[src/pwmsch_pkg.sv]
// shared types and constants for the multichannel pwm event scheduler
// no dependencies
package pwmsch_pkg;

    localparam logic [31:0] NO_EVENT = 32'h7fff_ffff;

    typedef enum logic [1:0] {
        CMD_EXPIRY  = 2'd0,
        CMD_ENABLE  = 2'd1,
        CMD_ADJUST  = 2'd2,
        CMD_DISABLE = 2'd3
    } cmd_t;

    typedef enum logic {
        KIND_PIN  = 1'b0,
        KIND_DONE = 1'b1
    } kind_t;

    typedef enum logic [3:0] {
        ST_IDLE,
        ST_EXP_SCAN,
        ST_EXP_UPD,
        ST_EXP_DONE,
        ST_ENA_FIND,
        ST_ENA_SCAN,
        ST_ENA_CMP,
        ST_ENA_SET,
        ST_REFRESH,
        ST_FIN,
        ST_RESP
    } state_t;

    typedef struct packed {
        logic [1:0]  cmd;
        logic [3:0]  channel;
        logic [7:0]  pin_number;
        logic [23:0] on_time;
        logic [23:0] off_time;
        logic [15:0] counter_now;
    } in_word_t;

    typedef struct packed {
        logic        kind;
        logic [7:0]  out_pin;
        logic        level;
        logic [3:0]  slot;
        logic        ok;
        logic        reload_valid;
        logic [15:0] reload_value;
        logic [15:0] counter_load;
        logic        last;
    } out_word_t;

endpackage

[src/multichannel_pwm_event_scheduler.sv]
// pwm slot scheduler sharing one reload timer: sequencer, slot state, phase ram
// expiry walks the active range; enable finds a free slot, walks the range for an
// equal-period slot to align to, rescans all slots and responds; disable rescans and
// responds; adjust responds directly. one word at a time, ready only while idle.
// throughput is set by the single walk counter and the phase ram's single read port
// reset: asynchronous active low, clears enables, time base (delta one), active range
module multichannel_pwm_event_scheduler
    import pwmsch_pkg::*;
#(
    parameter int SLOTS       = 16,
    parameter int COUNTER_MAX = 65535
) (
    input  logic      clk,
    input  logic      rst_n,
    input  logic      in_valid,
    output logic      in_ready,
    input  in_word_t  in_word,
    output logic      out_valid,
    input  logic      out_ready,
    output out_word_t out_word
);
    localparam int SW = (SLOTS > 1) ? $clog2(SLOTS) : 1;
    localparam int CW = SW + 1;
    localparam int RD = 2 * SLOTS;
    localparam int AW = $clog2(RD);

    // per-slot state, read through the walk index
    logic [31:0] net_arr [SLOTS];
    logic [7:0]  pin_arr [SLOTS];
    logic [SLOTS-1:0] low_arr, ab_arr, pend_arr, en_reg;

    // control and time base
    state_t      state_reg, state_next;
    logic [31:0] base_time_reg, base_time_next;
    logic [15:0] base_delta_reg, base_delta_next;
    logic [SW-1:0] first_reg, first_next;
    logic [CW-1:0] end_reg, end_next;
    logic        out_valid_reg, out_valid_next;
    out_word_t   out_reg, out_next;

    // working registers of the current word
    cmd_t        cmd_reg;
    logic [7:0]  pin_reg;
    logic [23:0] on_reg, off_reg;
    logic [24:0] cycle_reg;
    logic [15:0] cnt_reg;
    logic [CW-1:0] i_reg, i_next;
    logic [SW-1:0] s_reg, s_next;
    logic [31:0] now_reg, now_next;
    logic [31:0] min_reg, min_next;
    logic [31:0] d_reg, d_next;
    logic        ok_reg, ok_next;
    logic        run_reg, run_next;
    logic        any_reg, any_next;
    logic [SW-1:0] fa_reg, fa_next;
    logic [CW-1:0] le_reg, le_next;

    // array write strobes
    logic        net_we;
    logic [SW-1:0] net_idx;
    logic [31:0] net_wd;
    logic        setup_we;
    logic        flag_we;
    logic        flag_low, flag_ab, flag_pend;
    logic        pend_set;
    logic [SW-1:0] pend_idx;
    logic        en_set, en_clr;
    logic [SW-1:0] en_idx;

    // phase ram
    logic          ram_we;
    logic [AW-1:0] ram_waddr, ram_raddr;
    logic [47:0]   ram_wdata, ram_rdata;

    logic [SW-1:0] iidx;
    logic          accept, can_push;
    logic [31:0]   d_now, d_add, ncl;
    logic [23:0]   ph_time;
    logic [15:0]   tick, cd;
    logic          due, nlow, nab, ch_bad, rv;

    pwmsch_ram #(.WIDTH(48), .DEPTH(RD)) u_phase_ram (
        .clk   (clk),
        .we    (ram_we),
        .waddr (ram_waddr),
        .wdata (ram_wdata),
        .raddr (ram_raddr),
        .rdata (ram_rdata)
    );

    assign iidx      = i_reg[SW-1:0];
    assign in_ready  = (state_reg == ST_IDLE);
    assign accept    = in_valid && in_ready;
    assign can_push  = !out_valid_reg || out_ready;
    assign out_valid = out_valid_reg;
    assign out_word  = out_reg;
    assign ch_bad    = (32'(in_word.channel) >= SLOTS);

    always_comb
    begin
        state_next      = state_reg;
        base_time_next  = base_time_reg;
        base_delta_next = base_delta_reg;
        first_next      = first_reg;
        end_next        = end_reg;
        out_valid_next  = out_valid_reg && !out_ready;
        out_next        = out_reg;
        i_next          = i_reg;
        s_next          = s_reg;
        now_next        = now_reg;
        min_next        = min_reg;
        d_next          = d_reg;
        ok_next         = ok_reg;
        run_next        = run_reg;
        any_next        = any_reg;
        fa_next         = fa_reg;
        le_next         = le_reg;
        net_we    = 1'b0;
        net_idx   = iidx;
        net_wd    = '0;
        setup_we  = 1'b0;
        flag_we   = 1'b0;
        flag_low  = 1'b0;
        flag_ab   = 1'b0;
        flag_pend = 1'b0;
        pend_set  = 1'b0;
        pend_idx  = SW'(in_word.channel);
        en_set    = 1'b0;
        en_clr    = 1'b0;
        en_idx    = SW'(in_word.channel);
        ram_we    = 1'b0;
        ram_waddr = '0;
        ram_wdata = {on_reg, off_reg};
        ram_raddr = AW'({iidx, ab_arr[iidx]});
        d_now   = net_arr[iidx] - now_reg;
        due     = (d_now == 32'd0) || d_now[31];
        nlow    = !low_arr[iidx];
        nab     = (!nlow && pend_arr[iidx]) ? !ab_arr[iidx] : ab_arr[iidx];
        ph_time = low_arr[iidx] ? ram_rdata[23:0] : ram_rdata[47:24];
        d_add   = d_reg + 32'(ph_time);
        ncl     = (min_reg > 32'(COUNTER_MAX)) ? 32'(COUNTER_MAX) : min_reg;
        tick    = cnt_reg + 16'd1;
        cd      = (cnt_reg == 16'd0) ? 16'd1 : cnt_reg;
        rv      = any_reg ? !run_reg : 1'b1;

        unique case (state_reg)
            ST_IDLE:
            begin
                if (accept)
                begin
                    unique case (cmd_t'(in_word.cmd))
                        CMD_EXPIRY:
                        begin
                            now_next       = base_time_reg + 32'(base_delta_reg);
                            base_time_next = now_next;
                            min_next       = NO_EVENT;
                            i_next         = CW'(first_reg);
                            state_next     = ST_EXP_SCAN;
                        end
                        CMD_ENABLE:
                        begin
                            i_next     = '0;
                            state_next = ST_ENA_FIND;
                        end
                        CMD_ADJUST:
                        begin
                            ok_next    = !ch_bad;
                            state_next = ST_RESP;
                            if (!ch_bad)
                            begin
                                ram_we    = 1'b1;
                                ram_waddr = AW'({SW'(in_word.channel),
                                                 !ab_arr[SW'(in_word.channel)]});
                                ram_wdata = {in_word.on_time, in_word.off_time};
                                pend_set  = 1'b1;
                            end
                        end
                        CMD_DISABLE:
                        begin
                            if (ch_bad)
                            begin
                                ok_next    = 1'b0;
                                state_next = ST_RESP;
                            end
                            else
                            begin
                                en_clr     = 1'b1;
                                run_next   = (end_reg != '0);
                                i_next     = '0;
                                any_next   = 1'b0;
                                state_next = ST_REFRESH;
                            end
                        end
                        default: ;
                    endcase
                end
            end

            // walk the active range, toggling due slots
            ST_EXP_SCAN:
            begin
                if (i_reg >= end_reg || i_reg >= CW'(SLOTS))
                begin
                    state_next = ST_EXP_DONE;
                end
                else if (!en_reg[iidx])
                begin
                    i_next = i_reg + 1'b1;
                end
                else if (!due)
                begin
                    if (d_now < min_reg)
                    begin
                        min_next = d_now;
                    end
                    i_next = i_reg + 1'b1;
                end
                else
                begin
                    flag_we    = 1'b1;
                    flag_low   = nlow;
                    flag_ab    = nab;
                    flag_pend  = nlow ? pend_arr[iidx] : 1'b0;
                    ram_raddr  = AW'({iidx, nab});
                    d_next     = d_now;
                    state_next = ST_EXP_UPD;
                end
            end

            // phase time is in, move the edge and send the pin write
            ST_EXP_UPD:
            begin
                if (can_push)
                begin
                    net_we = 1'b1;
                    net_wd = net_arr[iidx] + 32'(ph_time);
                    if (!d_add[31] && d_add < min_reg)
                    begin
                        min_next = d_add;
                    end
                    else if (d_add[31])
                    begin
                        min_next = 32'd0;
                    end
                    out_valid_next       = 1'b1;
                    out_next             = '0;
                    out_next.kind        = KIND_PIN;
                    out_next.out_pin     = pin_arr[iidx];
                    out_next.level       = !low_arr[iidx];
                    out_next.slot        = 4'(iidx);
                    out_next.ok          = 1'b1;
                    i_next               = i_reg + 1'b1;
                    state_next           = ST_EXP_SCAN;
                end
            end

            ST_EXP_DONE:
            begin
                if (can_push)
                begin
                    out_valid_next        = 1'b1;
                    out_next              = '0;
                    out_next.kind         = KIND_DONE;
                    out_next.ok           = 1'b1;
                    out_next.reload_valid = 1'b1;
                    out_next.counter_load = tick;
                    out_next.last         = 1'b1;
                    if (32'(tick) > ncl)
                    begin
                        out_next.reload_value = tick;
                        base_delta_next       = tick;
                    end
                    else
                    begin
                        out_next.reload_value = ncl[15:0];
                        base_delta_next       = ncl[15:0];
                    end
                    state_next = ST_IDLE;
                end
            end

            // first free slot
            ST_ENA_FIND:
            begin
                if (i_reg >= CW'(SLOTS))
                begin
                    ok_next    = 1'b0;
                    state_next = ST_RESP;
                end
                else if (!en_reg[iidx])
                begin
                    s_next     = iidx;
                    setup_we   = 1'b1;
                    ram_we     = 1'b1;
                    ram_waddr  = AW'({iidx, 1'b0});
                    i_next     = CW'(first_reg);
                    state_next = ST_ENA_SCAN;
                end
                else
                begin
                    i_next = i_reg + 1'b1;
                end
            end

            // look for an enabled slot of equal period
            ST_ENA_SCAN:
            begin
                if (i_reg >= end_reg || i_reg >= CW'(SLOTS))
                begin
                    net_we          = 1'b1;
                    net_idx         = s_reg;
                    net_wd          = base_time_reg + 32'(cd);
                    base_delta_next = cd;
                    state_next      = ST_ENA_SET;
                end
                else if (en_reg[iidx])
                begin
                    state_next = ST_ENA_CMP;
                end
                else
                begin
                    i_next = i_reg + 1'b1;
                end
            end

            ST_ENA_CMP:
            begin
                if (25'(ram_rdata[47:24]) + 25'(ram_rdata[23:0]) == cycle_reg)
                begin
                    net_we     = 1'b1;
                    net_idx    = s_reg;
                    net_wd     = net_arr[iidx] +
                                 (low_arr[iidx] ? 32'd0 : 32'(ram_rdata[23:0]));
                    state_next = ST_ENA_SET;
                end
                else
                begin
                    i_next     = i_reg + 1'b1;
                    state_next = ST_ENA_SCAN;
                end
            end

            ST_ENA_SET:
            begin
                en_set     = 1'b1;
                en_idx     = s_reg;
                run_next   = 1'b0;
                i_next     = '0;
                any_next   = 1'b0;
                state_next = ST_REFRESH;
            end

            // rebuild the active range
            ST_REFRESH:
            begin
                if (i_reg >= CW'(SLOTS))
                begin
                    first_next = any_reg ? fa_reg : '0;
                    end_next   = any_reg ? le_reg : '0;
                    state_next = ST_FIN;
                end
                else
                begin
                    if (en_reg[iidx])
                    begin
                        if (!any_reg)
                        begin
                            fa_next = iidx;
                        end
                        any_next = 1'b1;
                        le_next  = i_reg + 1'b1;
                    end
                    i_next = i_reg + 1'b1;
                end
            end

            ST_FIN:
            begin
                if (can_push)
                begin
                    out_valid_next        = 1'b1;
                    out_next              = '0;
                    out_next.kind         = KIND_DONE;
                    out_next.ok           = 1'b1;
                    out_next.slot         = (cmd_reg == CMD_ENABLE) ? 4'(s_reg) : 4'd0;
                    out_next.reload_valid = rv;
                    out_next.reload_value = (rv && any_reg) ? base_delta_reg : 16'd0;
                    out_next.counter_load = rv ? cnt_reg : 16'd0;
                    out_next.last         = 1'b1;
                    state_next            = ST_IDLE;
                end
            end

            ST_RESP:
            begin
                if (can_push)
                begin
                    out_valid_next = 1'b1;
                    out_next       = '0;
                    out_next.kind  = KIND_DONE;
                    out_next.ok    = ok_reg;
                    out_next.last  = 1'b1;
                    state_next     = ST_IDLE;
                end
            end

            default: state_next = ST_IDLE;
        endcase
    end

    always_ff @(posedge clk or negedge rst_n)
    begin
        if (!rst_n)
        begin
            state_reg      <= ST_IDLE;
            base_time_reg  <= '0;
            base_delta_reg <= 16'd1;
            first_reg      <= '0;
            end_reg        <= '0;
            out_valid_reg  <= 1'b0;
            en_reg         <= '0;
        end
        else
        begin
            state_reg      <= state_next;
            base_time_reg  <= base_time_next;
            base_delta_reg <= base_delta_next;
            first_reg      <= first_next;
            end_reg        <= end_next;
            out_valid_reg  <= out_valid_next;
            if (en_set)
            begin
                en_reg[en_idx] <= 1'b1;
            end
            if (en_clr)
            begin
                en_reg[en_idx] <= 1'b0;
            end
        end
    end

    // payload and slot storage
    always_ff @(posedge clk)
    begin
        out_reg <= out_next;
        i_reg   <= i_next;
        s_reg   <= s_next;
        now_reg <= now_next;
        min_reg <= min_next;
        d_reg   <= d_next;
        ok_reg  <= ok_next;
        run_reg <= run_next;
        any_reg <= any_next;
        fa_reg  <= fa_next;
        le_reg  <= le_next;
        if (accept)
        begin
            cmd_reg   <= cmd_t'(in_word.cmd);
            pin_reg   <= in_word.pin_number;
            on_reg    <= in_word.on_time;
            off_reg   <= in_word.off_time;
            cycle_reg <= 25'(in_word.on_time) + 25'(in_word.off_time);
            cnt_reg   <= in_word.counter_now;
        end
        if (net_we)
        begin
            net_arr[net_idx] <= net_wd;
        end
        if (setup_we)
        begin
            pin_arr[iidx]  <= pin_reg;
            low_arr[iidx]  <= 1'b1;
            ab_arr[iidx]   <= 1'b0;
            pend_arr[iidx] <= 1'b0;
        end
        if (flag_we)
        begin
            low_arr[iidx]  <= flag_low;
            ab_arr[iidx]   <= flag_ab;
            pend_arr[iidx] <= flag_pend;
        end
        if (pend_set)
        begin
            pend_arr[pend_idx] <= 1'b1;
        end
    end
endmodule

[src/pwmsch_ram.sv]
// generic single-write, single-read ram with registered read data
// no dependencies
module pwmsch_ram #(
    parameter int WIDTH = 48,
    parameter int DEPTH = 32
) (
    input  logic                     clk,
    input  logic                     we,
    input  logic [$clog2(DEPTH)-1:0] waddr,
    input  logic [WIDTH-1:0]         wdata,
    input  logic [$clog2(DEPTH)-1:0] raddr,
    output logic [WIDTH-1:0]         rdata
);
    logic [WIDTH-1:0] mem [DEPTH];

    always_ff @(posedge clk)
    begin
        if (we)
        begin
            mem[waddr] <= wdata;
        end
        rdata <= mem[raddr];
    end
endmodule

[config.mk]
export PLATFORM = sky130hd
export DESIGN_NAME = multichannel_pwm_event_scheduler
export DESIGN_NICKNAME = d
export VERILOG_FILES = /design/src/pwmsch_pkg.sv /design/src/multichannel_pwm_event_scheduler.sv /design/src/pwmsch_ram.sv
export SDC_FILE = /design/constraint.sdc
export NUM_CORES = 2
export LEC_CHECK = 0
export BUFFER_PORTS_ARGS = -buffer_cell sky130_fd_sc_hd__clkbuf_2
export CORE_AREA = 2 2 639 641
export CTS_BUF_LIST = sky130_fd_sc_hd__clkbuf_4 sky130_fd_sc_hd__clkbuf_8
export CTS_CLUSTER_DIAMETER = 80
export DETAILED_ROUTE_END_ITERATION = 16
export DIE_AREA = 0 0 641 643
export MAX_ROUTING_LAYER = met4
export PLACE_DENSITY_LB_ADDON = 0.2
export RECOVER_POWER = 100
export SYNTH_ARGS = -nofsm -noshare
export SYNTH_HDL_FRONTEND = slang
export SYNTH_SLANG_ARGS = --single-unit
[constraint.sdc]
create_clock -name clk -period 11.3 [get_ports clk]
set_input_delay 1.13 -clock clk [delete_from_list [all_inputs] [get_ports clk]]
set_output_delay 1.13 -clock clk [all_outputs]
set_load 0.01 [all_outputs]
After elaboration in Yosys (flattened, before gate mapping). Memory sizes are Yosys's and may differ from the RTL's. A register that Yosys moved wholly into a read port is not among the register bits. Index checks and enable logic that the tools add are counted. W data, S select, Z words.

Register bits after elaboration: 391. Memory bits (writable): 2176. Input port bits: 82. Memories: 3.

Memories: u_phase_ram.mem (depth 32, bits a word 48, read ports 1, clocked after Yosys merged registers in 1, wr ports 1, RTL line pwmsch_ram.sv:14) `logic [WIDTH-1:0] mem [DEPTH];`; net_arr (depth 16, bits a word 32, read ports 1, clocked after Yosys merged registers in 1, wr ports 1, RTL line multichannel_pwm_event_scheduler.sv:28) `logic [31:0] net_arr [SLOTS];`; pin_arr (depth 16, bits a word 8, read ports 1, clocked after Yosys merged registers in 1, wr ports 1, RTL line multichannel_pwm_event_scheduler.sv:29) `logic [7:0] pin_arr [SLOTS];`.

Add/subtract/negate cells: 10. Order comparisons: 12. Equality and inequality tests: 44. Mux-type cells: 159. Bitwise operators: 12. Reduce and logical (&&, ||, !) cells: 47.

Operator list (number): $mux W32 (13); $mux W16 (15); $mux W49 (4); $pmux W49 S4 (1); $pmux W32 S3 (2); $mux W48 (3); $add A32 B24 Y32 (3); $mux W5 (16); $mux W4 (18); $add A32 B16 Y32 (2); $lt A32 B32 Y1 (2); $mux W1 (61); $add A24 B24 Y25 (2); $and A16 B16 Y16 (3); $bwmux W16 (3); $mux W24 (2); $or A16 B16 Y16 (3); $pmux W5 S8 (1); $pmux W4 S9 (1); $ne A2 B2 Y1 const B (17); $gt A16 B32 Y1 (1); $gt A32 B16 Y1 const B (1); $logic_not A32 Y1 (1); $not A16 Y16 (2); other kinds (48) (107).

Logic depth before layout (Yosys ltp).
Depth after elaboration: 11. Mapped depth: 34. Mapped depth without buffers: 31.

Cells and area by module. From an unflattened synthesis, not the netlist that was laid out.

Cell total of the unflattened synthesis: 7627. Area, all modules: 115094.1 sq um.

Modules (own cells, without submodules): pwmsch_ram (instances 1, cells each 3364, area each 60724.5 sq um); multichannel_pwm_event_scheduler (instances 1, cells each 4263, area each 54369.6 sq um).

Worst setup path after synthesis. Ideal clock, no wire load.

Path kind: register to register. Start: register (tool-made name). End: register pend_arr[0]. Setup time: 134 ps. Arrival time: 9737 ps. Slack: 1430 ps. Stages on the path, launching flop included: 26. Buffers on the path: 9. Clock period less this slack: 9870 ps. Cell sequence: dfxtp_1 > clkbuf_1 > clkbuf_1 > clkbuf_1 > clkbuf_1 > buf_1 > buf_1 > mux4_2 > mux4_2 > ha_1 > and2_4 > or4_4 > o21ai_4 > o21ai_2 > o21a_1 > o311a_4 > a2111oi_2 > nand4b_1 > or3_1 > buf_2 > a21oi_1 > nor2_1 > clkbuf_1 > clkbuf_1 > o21ai_0 > o221ai_1.

RTL lines: end signal: indexed assignment (RTL line multichannel_pwm_event_scheduler.sv:480) `pend_arr[iidx] <= flag_pend;`; end: declaration (RTL line multichannel_pwm_event_scheduler.sv:30) `logic [SLOTS-1:0] low_arr, ab_arr, pend_arr, en_reg;`.

Final worst setup path.
Start: register state_reg[3]. End: memory u_phase_ram.mem[5][34], enable pin.

Cells in the longest elaborated chain, start to end: 6. Elaborated cells between the ends (all ways): 9. Those cells by class: 1 x eq/ne; 6 x mux; 2 x reduce/logical.

RTL lines: start: declaration (RTL line multichannel_pwm_event_scheduler.sv:33) `state_t state_reg, state_next;`; start signal: assignment (RTL line multichannel_pwm_event_scheduler.sv:425) `state_reg <= state_next;`; $logic_not A4 Y1 (RTL line multichannel_pwm_event_scheduler.sv:92, multichannel_pwm_event_scheduler.sv:146); $logic_and A1 B1 Y1 (RTL line multichannel_pwm_event_scheduler.sv:93) `assign accept = in_valid && in_ready;`; $mux W1 (RTL line multichannel_pwm_event_scheduler.sv:149) `if (accept)`; $pmux W1 S2 (RTL line multichannel_pwm_event_scheduler.sv:146) `unique case (state_reg)`; $mux W1 (RTL line pwmsch_ram.sv:18) `if (we)`; $mux W1 (not written as such) (RTL line pwmsch_ram.sv:20) `mem[waddr] <= wdata;`; end: declaration (RTL line pwmsch_ram.sv:14).

Parallel ways exist; a longest one is shown, timed or not.

==> flow_summary.html <==
<table>
<tr><th>Metric</th><th>Value</th></tr>
<tr><th colspan="2">Setup path</th></tr>
<tr><td>Crit Reg-Reg Startpoint</td><td>state_reg[3]</td></tr>
<tr><td>Reg2reg setup slack</td><td>0.94 ns</td></tr>
<tr><td>Crit path launch type</td><td>register</td></tr>
<tr><td>Capturing point of the worst reg2reg path</td><td>u_phase_ram.mem[5][34]</td></tr>
<tr><td>Data required time of the critical path</td><td>11.94 ns</td></tr>
<tr><td>Critical path capture point</td><td>u_phase_ram.mem[5][34]</td></tr>
<tr><td>Critical path origin</td><td>state_reg[3]</td></tr>
<tr><td>Worst reg2reg path depth</td><td>10</td></tr>
<tr><td>Classification of the worst setup path</td><td>register to register</td></tr>
<tr><td>Arrival time at the worst endpoint</td><td>11.00 ns</td></tr>
<tr><td>Crit-path max FO</td><td>51</td></tr>
<tr><td>Endpoint kind of the worst setup timing path</td><td>register</td></tr>
<tr><th colspan="2">Run</th></tr>
<tr><td>Number of max-capacitance violations reported</td><td>118</td></tr>
<tr><th colspan="2">Floorplanning</th></tr>
<tr><td>Die Area</td><td>412000 sq um</td></tr>
<tr><td>Number of placed I/O pins</td><td>133</td></tr>
<tr><td>Initial cell density of the core</td><td>28.9%</td></tr>
<tr><td>Std-Cell Rows</td><td>234</td></tr>
<tr><td>Width of the chip</td><td>641 microns</td></tr>
<tr><td>Die Height</td><td>643 microns</td></tr>
<tr><td>Floorplan core area</td><td>405000 sq um</td></tr>
<tr><th colspan="2">STA</th></tr>
<tr><td>Final hold violation count</td><td>0</td></tr>
<tr><td>Minimum period implied by the final worst setup slack</td><td>10.36 ns</td></tr>
<tr><td>Final period utilization</td><td>91.7%</td></tr>
<tr><td>Setup Viol. Count Final</td><td>0</td></tr>
<tr><td>Timing-limited maximum frequency</td><td>96.5 MHz</td></tr>
<tr><td>Final worst-path setup slack</td><td>0.941 ns</td></tr>
<tr><td>Final hold slack</td><td>0.170 ns</td></tr>
<tr><td>Final clock skew</td><td>0.149 ns</td></tr>
<tr><td>Final TNS setup</td><td>0 ns</td></tr>
<tr><td>RSZ-0062 raised after global routing</td><td>no</td></tr>
<tr><td>Number of pins with negative max-slew slack in the final report</td><td>3359</td></tr>
<tr><td>Tightest slew margin relative to the limit</td><td>-191%</td></tr>
<tr><td>Worst Max-Slew Pin Slew</td><td>4.37 ns</td></tr>
<tr><th colspan="2">Pwr</th></tr>
<tr><td>Overall power of the completed layout</td><td>37.9 mW</td></tr>
<tr><td>Clock power share</td><td>23.9%</td></tr>
<tr><td>Total power density per cell area</td><td>282 nW/um^2</td></tr>
<tr><td>Combinational share of power</td><td>42.3%</td></tr>
<tr><td>Net switching power</td><td>15.5 mW</td></tr>
<tr><td>Portion of total power attributed to sequential cells</td><td>33.8%</td></tr>
<tr><td>Max rail drop VDD</td><td>138 uV</td></tr>
<tr><td>Pleak</td><td>44.8 nW</td></tr>
<tr><td>Sw Share</td><td>41.0%</td></tr>
<tr><td>Internal power summed over all cells</td><td>22.4 mW</td></tr>
<tr><th colspan="2">Status</th></tr>
<tr><td>Status</td><td>complete, but fails checks</td></tr>
<tr><td>Failing checks</td><td>capacitance limit, slew limit</td></tr>
<tr><th colspan="2">Global routing</th></tr>
<tr><td>Global route overflow</td><td>0</td></tr>
<tr><td>Initial antenna violation count</td><td>45</td></tr>
<tr><td>Maximum number of pins on one net before global-route repair</td><td>107</td></tr>
<tr><td>Overall routing resource usage</td><td>22.6%</td></tr>
<tr><td>Vias in the first global route</td><td>79900</td></tr>
<tr><td>Global-route wire length before repair</td><td>638000 microns</td></tr>
<tr><th colspan="2">Finish</th></tr>
<tr><td>Layout net count</td><td>9236</td></tr>
<tr><td>Post-Route Utilization</td><td>33.1%</td></tr>
<tr><td>Final standard cell area without fillers</td><td>134000 sq um</td></tr>
<tr><td>Synth-to-layout area growth</td><td>14.7%</td></tr>
<tr><td>Flip-flop count of the largest register, all copies and words added</td><td>1536</td></tr>
<tr><td>Largest registers</td><td>u_phase_ram.mem x1536, net_arr x512, pin_arr x128</td></tr>
<tr><td>Final Instance Count excl. Fillers</td><td>14700</td></tr>
<tr><td>Layout cell share with drive strength beyond 1</td><td>14.7%</td></tr>
<tr><td>Register bank with the most flops</td><td>u_phase_ram.mem</td></tr>
<tr><th colspan="2">Synthesis</th></tr>
<tr><td>Share of flip-flops with an asynchronous set or reset after synthesis</td><td>2.98%</td></tr>
<tr><td>Share of Yosys cell area claimed by the top area cell type</td><td>62.6%</td></tr>
<tr><td>Sequential share of the synthesized area</td><td>66.0%</td></tr>
<tr><td>Synth cell count leaders</td><td>2440 x sky130_fd_sc_hd__edfxtp_1, 945 x sky130_fd_sc_hd__nand2_1, 430 x sky130_fd_sc_hd__a21oi_1, 395 x sky130_fd_sc_hd__nor2_1, 351 x sky130_fd_sc_hd__clkbuf_1</td></tr>
<tr><td>Cell area after technology mapping</td><td>117000 sq um</td></tr>
<tr><td>Post-synthesis cell count</td><td>8517</td></tr>
<tr><td>Number of library cell types mapped by synthesis</td><td>98</td></tr>
<tr><td>Leading area contributor after synthesis</td><td>sky130_fd_sc_hd__edfxtp_1</td></tr>
<tr><td>Top_reg_cell synth</td><td>sky130_fd_sc_hd__edfxtp_1</td></tr>
<tr><td>Post-synthesis register bit count</td><td>2618</td></tr>
<tr><td>Mean instance size in the synthesized netlist</td><td>13.7 sq um</td></tr>
<tr><td>YS warnings</td><td>0</td></tr>
<tr><td>Most common cell in the synthesized netlist</td><td>sky130_fd_sc_hd__edfxtp_1</td></tr>
<tr><td>Number of flops mapped to enable cells by yosys</td><td>2440</td></tr>
<tr><td>Number of nets produced by synthesis</td><td>8880</td></tr>
<tr><td>Largest cells by area after synthesis</td><td>sky130_fd_sc_hd__edfxtp_1 63%, sky130_fd_sc_hd__mux4_2 4.4%, sky130_fd_sc_hd__nand2_1 3.0%</td></tr>
<tr><th colspan="2">Clock tree</th></tr>
<tr><td>Cell chosen for the clock root</td><td>sky130_fd_sc_hd__clkbuf_8</td></tr>
<tr><td>Maximum count of clock buffers along a single path</td><td>4</td></tr>
<tr><td>Worst-path clk slew</td><td>0.06 ns</td></tr>
<tr><td>Worst-skew pair later-pin latency</td><td>1.18 ns</td></tr>
<tr><td>H-tree level count</td><td>5</td></tr>
<tr><td>Clock buffer count from CTS</td><td>454</td></tr>
<tr><td>CTS tree</td><td>done</td></tr>
<tr><td>Count of clock tree sinks</td><td>2618</td></tr>
<tr><th colspan="2">Drt</th></tr>
<tr><td>DRC errors left</td><td>0</td></tr>
<tr><td>Detailed router's first-iteration violation count</td><td>10300</td></tr>
<tr><td>Antenna violation net count after detailed routing</td><td>0</td></tr>
<tr><td>Routed wire length</td><td>467000 microns</td></tr>
<tr><td>Number of vias per cell after detailed routing</td><td>5.56</td></tr>
<tr><td>Via count of the routed design</td><td>81800</td></tr>
<tr><td>Number of iterations in the first detailed-routing pass</td><td>8</td></tr>
<tr><td>Routed length per placed instance</td><td>31.7 microns</td></tr>
<tr><th colspan="2">Placed design</th></tr>
<tr><td>Count of placed standard cells including taps</td><td>13800</td></tr>
<tr><td>Weighted congestion at the end of routability-driven global placement</td><td>0.892</td></tr>
<tr><td>Input/output buffers</td><td>132</td></tr>
<tr><td>Worst Setup Slack post-DPL</td><td>1.88 ns</td></tr>
<tr><td>Post-detail-place hpwl</td><td>292000 microns</td></tr>
<tr><td>Post-detailed-placement cell area</td><td>126000 sq um</td></tr>
<tr><th colspan="2">Min path</th></tr>
<tr><td>Hold crit path type</td><td>input pin to register</td></tr>
</table>
power groups by stage:
stage / Combinational, mW / Sequential (mW) / Clock, mW
2_1_floorplan: 10.3 / 12.3 / 0
3_3_place_gp: 16.0 / 12.9 / 0
3_5_place_dp: 16.1 / 13.0 / 0
4_1_cts: 16.2 / 12.8 / 9.21
5_1_grt: 17.3 / 12.9 / 9.61
6_report: 16.0 / 12.8 / 9.05
metal layers:
metal  track usage, %  vias to the layer above  routed length [microns]
li1                 -                    34400                        -
met1             28.6                    42400                   188000
met2             36.0                     4075                   220000
met3             3.45                      898                    35900
met4             9.49                        0                    22700
met5                -                        -                        0
worst max-delay path, cell delays in order (launching register included):
cell	delay, ns
sky130_fd_sc_hd__dfrtp_1	0.65
sky130_fd_sc_hd__nor2_1	0.47
sky130_fd_sc_hd__and3_1	2.15
sky130_fd_sc_hd__and2_0	0.67
sky130_fd_sc_hd__buf_4	0.63
sky130_fd_sc_hd__a22oi_1	0.27
sky130_fd_sc_hd__nor2_1	0.23
sky130_fd_sc_hd__nand2_1	0.28
sky130_fd_sc_hd__nor2_4	0.17
sky130_fd_sc_hd__clkbuf_1	1.93
sky130_fd_sc_hd__clkbuf_1	2.31
layout by cell type (no fill, tap or decap), types with 204 or more instances in the layout:
cell type	instances
sky130_fd_sc_hd__nor2_1	349
sky130_fd_sc_hd__edfxtp_1	2440
sky130_fd_sc_hd__ha_1	273
sky130_fd_sc_hd__nand2_1	940
sky130_fd_sc_hd__o21ai_0	319
sky130_fd_sc_hd__a21oi_1	430
sky130_fd_sc_hd__clkbuf_1	204
sky130_fd_sc_hd__clkbuf_8	483
sky130_fd_sc_hd__a22oi_1	303
sky130_fd_sc_hd__mux4_2	228
sky130_fd_sc_hd__nand3_1	269
timing repair:
| item | CTS | global route |
|---|---|---|
| setup buffers | 0 | 0 |
| gates resized for setup | 0 | 0 |
| hold endpoints to repair | 27 | 0 |
| hold buffers | 1 | 0 |
cells by family (layout without fill, tap and decap cells):
family | count (synthesis) | after routing | share of synthesized area, %
flip-flops | 2618 | 2618 | 66.0
XOR/XNOR | 233 | 233 | 1.75
multiplexers | 391 | 391 | 5.84
AND/OR/NAND/NOR | 2305 | 2305 | 9.16
buffers and inverters | 675 | 1423 | 2.24
adder cells (fa/ha/maj) | 281 | 281 | 3.05
AO/OA/AOI/OAI | 2014 | 2014 | 12.0
other | 0 | 20 | 0
worst min-delay path by stage:
stage | to | startpoint | slack, ns | cells past startpoint
after floorplan | u_phase_ram.rdata[9] | u_phase_ram.mem[28][9] | 0.42 | 2
after global placement | low_arr[11] | low_arr[11] | 0.44 | 1
after detailed placement | low_arr[7] | low_arr[7] | 0.45 | 1
after CTS | cnt_reg[9] | in_word[9] | 0.05 | 1
after global routing | cnt_reg[9] | in_word[9] | 0.1 | 1
final | cnt_reg[11] | in_word[11] | 0.17 | 1
layout make-up:
cell class                      instances  area, sq um
Timing Repair Buffer                  412         2400
Inverter                              163          612
Clock inverter                        176         1340
Sequential cell                      2618        77200
Fill cell                           39900       271000
Multi-Input combinational cell       5224        37800
Tap cell                             5428         6790
Antenna cell                           20         50.0
Clock buffer                          672         8070
Power figures use the tool's default switching activity.
